$ cat src/rtl/tewq_pkg.sv
// Package: shared types, codes and sizes of the thread event wait queue engine.
`timescale 1ns / 1ps
`default_nettype none
package tewq_pkg;
	localparam int THREADS = 64;
	localparam int EVENTS = 256;
	localparam int TW = $clog2(THREADS);
	localparam int EW = $clog2(EVENTS);
	localparam logic [8:0] LATCH_RESET = 9'd240;

	typedef enum logic [2:0] {
		K_NEW = 3'd0, K_WAIT = 3'd1, K_SEND = 3'd2, K_DEQ = 3'd3,
		K_KILL = 3'd4, K_PEEK = 3'd5, K_POLL = 3'd6, K_CLEAR = 3'd7
	} kind_t;

	typedef enum logic [2:0] {
		ST_OK = 3'd0, ST_NO_THREAD = 3'd1, ST_FULL = 3'd2,
		ST_BUSY = 3'd3, ST_EMPTY = 3'd4
	} status_t;

	typedef enum logic [1:0] {
		M_PAUSED = 2'd0, M_QUEUED = 2'd1, M_WAITING = 2'd2
	} mode_t;

	typedef enum logic [2:0] {
		S_IDLE, S_READ, S_LINK, S_EXEC, S_WALK, S_WALKRD, S_CLEAR, S_OUT
	} fsm_t;

	// event queue entry: pending flag, valid, front, back
	typedef struct packed {
		logic          pend;
		logic          valid;
		logic [TW-1:0] front;
		logic [TW-1:0] back;
	} evq_t;
endpackage
`default_nettype wire

$ cat src/rtl/tewq_ram.sv
// Generic single-port-write, one-read synchronous RAM with registered read data.
`timescale 1ns / 1ps
`default_nettype none
module tewq_ram #(
	parameter int DEPTH = 64,
	parameter int WIDTH = 6
) (
	input  wire logic                     clk,
	input  wire logic                     we,
	input  wire logic [$clog2(DEPTH)-1:0] waddr,
	input  wire logic [WIDTH-1:0]         wdata,
	input  wire logic [$clog2(DEPTH)-1:0] raddr,
	output logic      [WIDTH-1:0]         rdata
);
	logic [WIDTH-1:0] mem [DEPTH];

	// write port and registered read
	always_ff @(posedge clk) begin
		if (we) begin
			mem[waddr] <= wdata;
		end
		rdata <= mem[raddr];
	end
endmodule
`default_nettype wire

$ cat src/rtl/thread_event_wait_queue_engine_top.sv
// Top level: thread slot allocator, run queue and per-event wait queues.
//
// Usage: one input channel (kind, thread_id, event_id) with in_valid/in_stall
// and one result channel (status, thread_out, woke, pending) with
// out_valid/out_stall. Each input beat gives exactly one result beat.
// Items are processed one at a time; in_stall is high while an item is in work
// or its result waits.
// Flow: an accepted item passes through memory read, execute and the result
// register; a send adds a read of the wait link between read and execute.
// Dequeue of a thread not at the run head walks the run list through the link
// memory, reading each list member in turn, and then relinks the list.
// The event memory (pending flag, front/back per event) has no per-entry
// reset: after reset a clearing pass over all EVENTS (256) entries runs before
// the first item is taken; configuration writes are taken during it.
// The user must write latch_limit through cfg_we/cfg_wdata only while the
// block is idle; the block does not check this. When the receiver stalls,
// the result holds in the output register and no new item is taken until the
// result beat completes. Thread slots and run head/tail are flip-flops cleared
// by arst_n; mode and link memories are written before they are read.
`timescale 1ns / 1ps
`default_nettype none
module thread_event_wait_queue_engine_top
	import tewq_pkg::*;
(
	input  wire logic       clk,
	input  wire logic       arst_n,
	input  wire logic       cfg_we,
	input  wire logic [8:0] cfg_wdata,
	input  wire logic       in_valid,
	output logic            in_stall,
	input  wire logic [2:0] kind,
	input  wire logic [5:0] thread_id,
	input  wire logic [7:0] event_id,
	output logic            out_valid,
	input  wire logic       out_stall,
	output logic      [2:0] status,
	output logic      [5:0] thread_out,
	output logic            woke,
	output logic            pending
);
	fsm_t state_q, state_d;
	logic [8:0] latch_q;
	logic [THREADS-1:0] used_q;
	logic run_empty_q;
	logic [TW-1:0] run_head_q, run_tail_q;
	logic [EW:0] clr_q;

	// captured item
	logic [2:0] kind_q;
	logic [TW-1:0] tid_q;
	logic [EW-1:0] ev_q;
	logic [TW-1:0] prev_q;
	logic [TW:0] cnt_q;
	logic found_q;
	logic [TW-1:0] fprev_q;

	// event memory
	logic ev_we;
	logic [EW-1:0] ev_waddr, ev_raddr;
	evq_t ev_wdata, ev_rdata;
	// run link and wait link memories
	logic rn_we, wn_we;
	logic [TW-1:0] rn_waddr, rn_wdata, rn_raddr, rn_rdata;
	logic [TW-1:0] wn_waddr, wn_wdata, wn_raddr, wn_rdata;
	// thread mode memory
	logic md_we;
	logic [TW-1:0] md_waddr, md_raddr;
	mode_t md_wdata;
	logic [1:0] md_rdata;
	mode_t md_mode;

	tewq_ram #(.DEPTH(EVENTS), .WIDTH($bits(evq_t))) u_ev (
		.clk, .we(ev_we), .waddr(ev_waddr), .wdata(ev_wdata),
		.raddr(ev_raddr), .rdata(ev_rdata)
	);
	tewq_ram #(.DEPTH(THREADS), .WIDTH(TW)) u_rn (
		.clk, .we(rn_we), .waddr(rn_waddr), .wdata(rn_wdata),
		.raddr(rn_raddr), .rdata(rn_rdata)
	);
	tewq_ram #(.DEPTH(THREADS), .WIDTH(TW)) u_wn (
		.clk, .we(wn_we), .waddr(wn_waddr), .wdata(wn_wdata),
		.raddr(wn_raddr), .rdata(wn_rdata)
	);
	tewq_ram #(.DEPTH(THREADS), .WIDTH(2)) u_md (
		.clk, .we(md_we), .waddr(md_waddr), .wdata(md_wdata),
		.raddr(md_raddr), .rdata(md_rdata)
	);

	// lowest free slot
	logic free_any;
	logic [TW-1:0] free_idx;
	always_comb begin
		free_any = 1'b0;
		free_idx = '0;
		for (int i = THREADS - 1; i >= 0; i--) begin
			if (!used_q[i]) begin
				free_any = 1'b1;
				free_idx = TW'(i);
			end
		end
	end

	logic accept;
	assign accept = in_valid && !in_stall;
	assign in_stall = (state_q != S_IDLE);

	logic tok;
	assign tok = used_q[tid_q];
	logic ev_pend;
	assign ev_pend = ev_rdata.pend;
	assign md_mode = mode_t'(md_rdata);

	// read addresses
	assign ev_raddr = ev_q;
	assign wn_raddr = ev_rdata.front;
	assign md_raddr = tid_q;
	// walk reads next of prev; before the walk read next of head
	assign rn_raddr = (state_q == S_WALK || state_q == S_WALKRD) ? prev_q : run_head_q;

	// next-state and memory write control
	logic res_ld;
	status_t res_st;
	logic [TW-1:0] res_t;
	logic res_w;
	always_comb begin
		state_d = state_q;
		ev_we = 1'b0; ev_waddr = clr_q[EW-1:0]; ev_wdata = '0;
		rn_we = 1'b0; rn_waddr = run_tail_q; rn_wdata = tid_q;
		wn_we = 1'b0; wn_waddr = ev_rdata.back; wn_wdata = tid_q;
		md_we = 1'b0; md_waddr = tid_q; md_wdata = M_PAUSED;
		res_ld = 1'b0; res_st = ST_OK; res_t = '0; res_w = 1'b0;
		unique case (state_q)
			S_CLEAR: begin
				ev_we = 1'b1;
				if (clr_q == (EW+1)'(EVENTS - 1)) state_d = S_IDLE;
			end
			S_IDLE: if (accept) state_d = S_READ;
			// a send also needs the wait link of the front waiter
			S_READ: state_d = (kind_t'(kind_q) == K_SEND) ? S_LINK : S_EXEC;
			S_LINK: state_d = S_EXEC;
			S_EXEC: begin
				res_ld = 1'b1;
				state_d = S_OUT;
				unique case (kind_t'(kind_q))
					K_NEW: begin
						if (free_any) begin
							res_t = free_idx;
							md_we = 1'b1; md_waddr = free_idx;
						end else res_st = ST_FULL;
					end
					K_WAIT: begin
						if (!tok) res_st = ST_NO_THREAD;
						else if (md_mode != M_PAUSED) res_st = ST_BUSY;
						else if (ev_pend) begin
							rn_we = !run_empty_q;
							md_we = 1'b1; md_wdata = M_QUEUED;
						end else begin
							wn_we = ev_rdata.valid;
							ev_we = 1'b1; ev_waddr = ev_q;
							ev_wdata = ev_rdata;
							ev_wdata.valid = 1'b1;
							ev_wdata.front = ev_rdata.valid ? ev_rdata.front : tid_q;
							ev_wdata.back = tid_q;
							md_we = 1'b1; md_wdata = M_WAITING;
						end
					end
					K_SEND: begin
						ev_we = 1'b1; ev_waddr = ev_q;
						ev_wdata = ev_rdata;
						if (ev_rdata.valid) begin
							res_t = ev_rdata.front; res_w = 1'b1;
							rn_we = !run_empty_q; rn_wdata = ev_rdata.front;
							ev_wdata.valid = (ev_rdata.back != ev_rdata.front);
							ev_wdata.front = wn_rdata;
							md_we = 1'b1; md_waddr = ev_rdata.front; md_wdata = M_QUEUED;
						end
						if ({1'b0, ev_q} < latch_q) ev_wdata.pend = 1'b1;
					end
					K_DEQ: begin
						if (!tok) res_st = ST_NO_THREAD;
						else if (run_empty_q) res_st = ST_EMPTY;
						else if (run_head_q != tid_q && run_head_q != run_tail_q) begin
							res_ld = 1'b0; state_d = S_WALK;
						end else if (run_head_q != tid_q) res_st = ST_BUSY;
						else md_we = 1'b1;
					end
					K_KILL: begin
						if (!tok) res_st = ST_NO_THREAD;
						else if (md_mode != M_PAUSED) res_st = ST_BUSY;
					end
					K_PEEK: begin
						if (run_empty_q) res_st = ST_EMPTY;
						else res_t = run_head_q;
					end
					K_CLEAR: begin
						ev_we = 1'b1; ev_waddr = ev_q;
						ev_wdata = ev_rdata;
						ev_wdata.pend = 1'b0;
					end
					default: ;
				endcase
			end
			S_WALK: begin
				// rn_rdata = next of prev, or next of the found thread when found
				if (found_q) begin
					rn_we = 1'b1; rn_waddr = fprev_q; rn_wdata = rn_rdata;
					res_ld = 1'b1; state_d = S_OUT;
				end else if (rn_rdata == tid_q) begin
					md_we = 1'b1;
					if (run_tail_q == tid_q) begin
						res_ld = 1'b1; state_d = S_OUT;
					end else state_d = S_WALKRD;
				end else if (rn_rdata == run_tail_q || cnt_q == (TW+1)'(THREADS)) begin
					res_ld = 1'b1; res_st = ST_BUSY; state_d = S_OUT;
				end else state_d = S_WALKRD;
			end
			// link read of the next member or of the found thread
			S_WALKRD: state_d = S_WALK;
			S_OUT: if (!out_stall) state_d = S_IDLE;
			default: state_d = S_IDLE;
		endcase
	end

	// registers
	always_ff @(posedge clk or negedge arst_n) begin
		if (!arst_n) begin
			state_q <= S_CLEAR;
			clr_q <= '0;
			latch_q <= LATCH_RESET;
			used_q <= '0;
			run_empty_q <= 1'b1;
			run_head_q <= '0;
			run_tail_q <= '0;
			out_valid <= 1'b0;
			found_q <= 1'b0;
		end else begin
			state_q <= state_d;
			if (cfg_we) latch_q <= cfg_wdata;
			if (state_q == S_CLEAR) clr_q <= clr_q + 1'b1;
			if (res_ld) out_valid <= 1'b1;
			else if (state_q == S_OUT && !out_stall) out_valid <= 1'b0;
			if (state_q == S_EXEC) begin
				found_q <= 1'b0;
				unique case (kind_t'(kind_q))
					K_NEW: if (free_any) used_q[free_idx] <= 1'b1;
					K_WAIT: if (tok && md_mode == M_PAUSED && ev_pend) begin
						if (run_empty_q) run_head_q <= tid_q;
						run_empty_q <= 1'b0;
						run_tail_q <= tid_q;
					end
					K_SEND: if (ev_rdata.valid) begin
						if (run_empty_q) run_head_q <= ev_rdata.front;
						run_empty_q <= 1'b0;
						run_tail_q <= ev_rdata.front;
					end
					K_DEQ: if (tok && !run_empty_q && run_head_q == tid_q) begin
						if (run_tail_q == tid_q) run_empty_q <= 1'b1;
						else run_head_q <= rn_rdata;
					end
					K_KILL: if (tok && md_mode == M_PAUSED) used_q[tid_q] <= 1'b0;
					default: ;
				endcase
			end
			if (state_q == S_WALK) begin
				if (found_q) found_q <= 1'b0;
				else if (rn_rdata == tid_q) begin
					if (run_tail_q == tid_q) run_tail_q <= prev_q;
					else found_q <= 1'b1;
				end
			end
		end
	end

	// payload registers
	always_ff @(posedge clk) begin
		if (accept) begin
			kind_q <= kind;
			tid_q <= thread_id;
			ev_q <= event_id;
		end
		if (state_q == S_EXEC) begin
			prev_q <= run_head_q;
			cnt_q <= '0;
		end
		if (state_q == S_WALK && !found_q) begin
			if (rn_rdata == tid_q) begin
				fprev_q <= prev_q;
				prev_q <= tid_q;
			end else prev_q <= rn_rdata;
			cnt_q <= cnt_q + 1'b1;
		end
		if (res_ld) begin
			status <= res_st;
			thread_out <= res_t;
			woke <= res_w;
			pending <= (kind_t'(kind_q) == K_SEND && {1'b0, ev_q} < latch_q)
				? 1'b1 : ((kind_t'(kind_q) == K_CLEAR) ? 1'b0 : ev_pend);
		end
	end
endmodule
`default_nettype wire

$ cat config.mk
export PLATFORM = sky130hd
export DESIGN_NAME = thread_event_wait_queue_engine_top
export DESIGN_NICKNAME = d
export VERILOG_FILES = /design/src/rtl/tewq_pkg.sv /design/src/rtl/tewq_ram.sv /design/src/rtl/thread_event_wait_queue_engine_top.sv
export SDC_FILE = /design/constraint.sdc
export NUM_CORES = 2
export LEC_CHECK = 0
export BUFFER_PORTS_ARGS = -buffer_cell sky130_fd_sc_hd__buf_2
export CORE_MARGIN = 2
export CORE_UTILIZATION = 52
export CTS_CLUSTER_DIAMETER = 50
export DETAILED_ROUTE_END_ITERATION = 10
export GPL_TIMING_DRIVEN = 0
export PLACE_DENSITY_LB_ADDON = 0.15
export SYNTH_ARGS = -nofsm -noshare
export SYNTH_HDL_FRONTEND = slang
export SYNTH_MEMORY_MAX_BITS = 65536
export SYNTH_SLANG_ARGS = --single-unit
$ cat constraint.sdc
create_clock -name clk -period 26.8 [get_ports clk]
set_clock_uncertainty 0.15 [all_clocks]
set_input_delay 5.36 -clock clk [delete_from_list [all_inputs] [get_ports clk]]
set_output_delay 5.36 -clock clk [all_outputs]
set_load 0.03 [all_outputs]
==> impl_metrics.env <==
export IMPL_worst_setup_path_end_kind="output port"
export IMPL_path_max_fanout=10
export IMPL_finish_instance_area_mm2=0.214
export IMPL_sequential_share_of_the_synthesized_area_pct=75.8
export IMPL_synth_fp_nets=8461
export IMPL_multi_input_area_mm2=0.0440
export IMPL_critPathMostFrequentCell="sky130_fd_sc_hd__clkbuf_1"
export IMPL_post_detailed_route_drc_marker_count=0
export IMPL_synth_flop_cell="sky130_fd_sc_hd__edfxtp_1"
export IMPL_root_buffer="sky130_fd_sc_hd__clkbuf_16"
export IMPL_cts_hold_buffers_added=0
export IMPL_seqCellArea_mm2=0.139
export IMPL_syn_avg_cell_area_um2=21.8
export IMPL_drive_above_1_share_pct=30.5
export IMPL_timing_final_setup_violations=0
export IMPL_synth_xor_xnor_area_share_pct=0.234
export IMPL_first_pass_grt_wire_length_mm=731
export IMPL_core_area_mm2=0.352
export IMPL_area_growth_syn_to_layout_pct=16.5
export IMPL_clock_tree_htree_level_count=5
export IMPL_final_setup_tns_ps=0
export IMPL_route_detailed_vias_per_inst=6.70
export IMPL_total_track_usage_pct=29.4
export IMPL_number_of_synthesized_flops_with_an_enable_pin=4527
export IMPL_power_per_cell_area_mw_per_mm2=77.8
export IMPL_critical_path_required_ps=21290
export IMPL_path_cells="clkbuf_1 > clkbuf_1 > or3_1 > buf_2"
export IMPL_cp_slowest_cell="sky130_fd_sc_hd__clkbuf_1"
export IMPL_sequentialPowerShare_pct=48.7
export IMPL_main_combinational_cell_family_by_area_after_synthesis="multiplexers"
export IMPL_drt_total_wl_mm=526
export IMPL_ir_drop_v=0.0000723
export IMPL_layout_cells_non_filler=14332
export IMPL_worstHoldPathType="reg -> reg"
export IMPL_combinationalPowerShare_pct=11.1
export IMPL_max_cap_violations=16
export IMPL_firstDrtPassIters=7
export IMPL_chipHeight_um=598
export IMPL_leakagePower_nw=73.0
export IMPL_via_count=96091
export IMPL_clkSlewWorstSetupHoldPaths_ps=60
export IMPL_final_max_slew_violation_count=143
export IMPL_violated_checks="max-capacitance violations, max-slew violations"
export IMPL_worstSetupPathType="reg -> out"
export IMPL_unrepaired_setup_endpoints_after_global_routing="no"
export IMPL_crit_path_max_incr_delay_ps=570
export IMPL_share_of_the_synthesized_area_in_compound_gates_ao_oa_aoi_oai_pct=2.79
export IMPL_cts_resized=0
export IMPL_post_synth_instance_area_mm2=0.183
export IMPL_grt_remaining_overflow=0
export IMPL_design_final_nets=9325
export IMPL_run_status="finished with violations"
export IMPL_synthesis_instances=8419
export IMPL_synthDistinctLibCells=92
export IMPL_p_clk_share_pct=40.3
export IMPL_synth_simple_area_share_pct=2.38
export IMPL_cts_buffer_depth=4
export IMPL_worst_setup_path_start_kind="flip-flop"
export IMPL_adder_cell_fraction_of_synth_area_pct=0.0750
export IMPL_die_area_mm2=0.358
export IMPL_post_drt_wl_per_cell_um=36.7
export IMPL_detailed_place_hpwl_mm=360
export IMPL_pint_w=0.0125
export IMPL_finalHoldWorstSlack_ps=328
export IMPL_start_util_pct=52.1
export IMPL_postCtsSetupBuffers=0
export IMPL_fp_row_count=218
export IMPL_postSynthRegisterBits=4655
export IMPL_preCtsSetupSlack_ps=19490
export IMPL_grt_max_degree=105
export IMPL_boundaryPins=44
export IMPL_first_iter_violations=14740
export IMPL_placed_area_mm2=0.198
export IMPL_fmaxAchievable_ghz=0.119
export IMPL_final_cycle_utilization_of_the_critical_path_pct=31.3
export IMPL_period_minus_slack_ps=8390
export IMPL_worst_slew_pin_slew_ps=1710
export IMPL_gpl_final_weighted_congestion=0.970
export IMPL_clkLatencyLatePin_ps=1030
export IMPL_maxSlewHeadroom_pct=-14.3
export IMPL_yosys_mux_area_fraction_pct=17.5
export IMPL_async_reset_ff_share_pct=2.15
export IMPL_ant_nets=0
export IMPL_post_place_cells=13411
export IMPL_tritoncts_num_buffers=483
export IMPL_die_width_um=598
export IMPL_first_global_vias=94150
export IMPL_swShare_pct=24.5
export IMPL_yosys_warnings=0
export IMPL_hold_viol_final=0
export IMPL_port_buffers=42
export IMPL_filler_cell_count=24241
export IMPL_final_critical_path_setup_slack_ps=18410
export IMPL_number_of_antenna_violations_at_the_first_check_in_global_routing=26
export IMPL_arrival_time_reported_for_the_critical_path_endpoint_ps=2880
export IMPL_cts_num_sinks=4655
export IMPL_tritoncts="done"
export IMPL_netSwitchingPower_w=0.00408
## metal layers
layer / vias to the layer above / global-route usage (%) / wire, um
met4: 14 / 11.2 / 23400
met1: 51434 / 41.3 / 202000
met5: - / 0 / 132
met2: 5791 / 45.1 / 244000
met3: 1135 / 6.98 / 56300
li1: 37717 / - / -
## per-stage QoR
stage,utilization [%],power [W]
floorplan,-,0.00933
CTS,60.7,0.0167
global route,60.7,0.0170
detailed placement,56.2,0.0101
global placement,53.8,0.0100
finish,60.7,0.0166
## state kept, by name, summed over array words and instances, names as in the netlist, 6 cells and up
signal,flops
u_wn.rdata,6
u_wn.mem,384
u_rn.mem,384
run_tail_q,6
u_ev.mem,3584
thread_out,6
cnt_q,7
prev_q,6
fprev_q,6
used_q,64
latch_q,9
u_md.mem,128
u_ev.rdata,14
clr_q,9
ev_q,8
md_raddr,6
run_head_q,6
u_rn.rdata,6
## final timing paths
| path | slack, ps | cells past startpoint | from | end |
|---|---|---|---|---|
| max | 18410 | 4 | state_q[0]$_DFFE_PN0P_ | in_stall |
| min | 330 | 1 | out_valid$_DFFE_PN0P_ | out_valid$_DFFE_PN0P_ |
| max reg2reg | 20030 | 14 | md_raddr[2]$_DFFE_PP_ | u_ev.mem[168][4]$_DFFE_PP_ |
| min reg2reg | 330 | 1 | out_valid$_DFFE_PN0P_ | out_valid$_DFFE_PN0P_ |
| max in group asynchronous | 21600 | 2 | arst_n | clr_q[8]$_DFFE_PN0N_ |
| min in group asynchronous | 4100 | 1 | arst_n | used_q[52]$_DFFE_PN0P_ |
## worst max-delay path, delay by kind of cell, from the launching register on
kind	cells	cell delay, ps
DFF	1	320
and+or+nand+nor	1	380
buffers and inverters	3	1200
## placed cells by master, fill, tap and decap left out, types with 35 or more instances in the layout
master / Yosys / layout
sky130_fd_sc_hd__a211oi_1: 38 / 37
sky130_fd_sc_hd__a21oi_1: 54 / 53
sky130_fd_sc_hd__a22oi_1: 83 / 83
sky130_fd_sc_hd__a31oi_1: 49 / 49
sky130_fd_sc_hd__and2_1: 42 / 42
sky130_fd_sc_hd__buf_1: 122 / 103
sky130_fd_sc_hd__buf_12: 0 / 66
sky130_fd_sc_hd__buf_16: 0 / 85
sky130_fd_sc_hd__buf_2: 46 / 104
sky130_fd_sc_hd__buf_8: 1 / 177
sky130_fd_sc_hd__bufinv_16: 0 / 48
sky130_fd_sc_hd__clkbuf_1: 342 / 388
sky130_fd_sc_hd__clkbuf_16: 0 / 487
sky130_fd_sc_hd__clkbuf_2: 1 / 40
sky130_fd_sc_hd__clkinv_1: 1 / 95
sky130_fd_sc_hd__clkinv_2: 0 / 93
sky130_fd_sc_hd__dfrtp_1: 93 / 93
sky130_fd_sc_hd__edfxtp_1: 4527 / 4527
sky130_fd_sc_hd__inv_1: 54 / 54
sky130_fd_sc_hd__mux2i_1: 35 / 35
sky130_fd_sc_hd__mux4_2: 1404 / 1404
sky130_fd_sc_hd__nand2_1: 274 / 269
sky130_fd_sc_hd__nand3_1: 89 / 89
sky130_fd_sc_hd__nand4_1: 43 / 43
sky130_fd_sc_hd__nor2_1: 229 / 228
sky130_fd_sc_hd__nor3_1: 60 / 59
sky130_fd_sc_hd__o21ai_0: 175 / 173
sky130_fd_sc_hd__o22ai_2: 0 / 254
## cell type report
cell class                      instances  share of cell area [%]
Antenna cell                           13                  0.0152
Buffer                                522                    1.00
Clock buffer                          577                    5.89
Clock inverter                        324                    1.55
Inverter                               56                  0.0995
Multi-Input combinational cell       3186                    20.6
Sequential cell                      4655                    65.1
Tap cell                             4620                    2.71
Timing Repair Buffer                  379                    3.11
## cell usage after synthesis (60+ instances only)
| master | number | area (um^2) |
|---|---|---|
| sky130_fd_sc_hd__nand3_1 | 89 | 445 |
| sky130_fd_sc_hd__nand2_1 | 274 | 1030 |
| sky130_fd_sc_hd__nor2_1 | 229 | 860 |
| sky130_fd_sc_hd__o21ai_0 | 175 | 876 |
| sky130_fd_sc_hd__dfrtp_1 | 93 | 2330 |
| sky130_fd_sc_hd__buf_1 | 122 | 458 |
| sky130_fd_sc_hd__o22ai_1 | 265 | 1660 |
| sky130_fd_sc_hd__clkbuf_1 | 342 | 1280 |
| sky130_fd_sc_hd__a22oi_1 | 83 | 623 |
| sky130_fd_sc_hd__edfxtp_1 | 4527 | 136000 |
| sky130_fd_sc_hd__nor3_1 | 60 | 300 |
| sky130_fd_sc_hd__mux4_2 | 1404 | 31600 |
## power groups by stage
stage	Combinational, W	Clock [W]	Sequential (W)
global placement	0.00171	0	0.00830
detailed placement	0.00181	0	0.00824
floorplan	0.00109	0	0.00824
CTS	0.00182	0.00677	0.00808
finish	0.00184	0.00669	0.00809
global route	0.00191	0.00704	0.00809
## kinds of logic (layout without fill, tap and decap cells)
logic type | after synthesis | in the layout
flip-flops | 4655 | 4655
multiplexers | 1450 | 1450
AND/OR/NAND/NOR | 888 | 888
AO/OA/AOI/OAI | 788 | 788
buffers and inverters | 578 | 1858
XOR/XNOR | 49 | 49
adder cells (fa/ha/maj) | 11 | 11
other | 0 | 13
(Power assumes the default switching activity.)
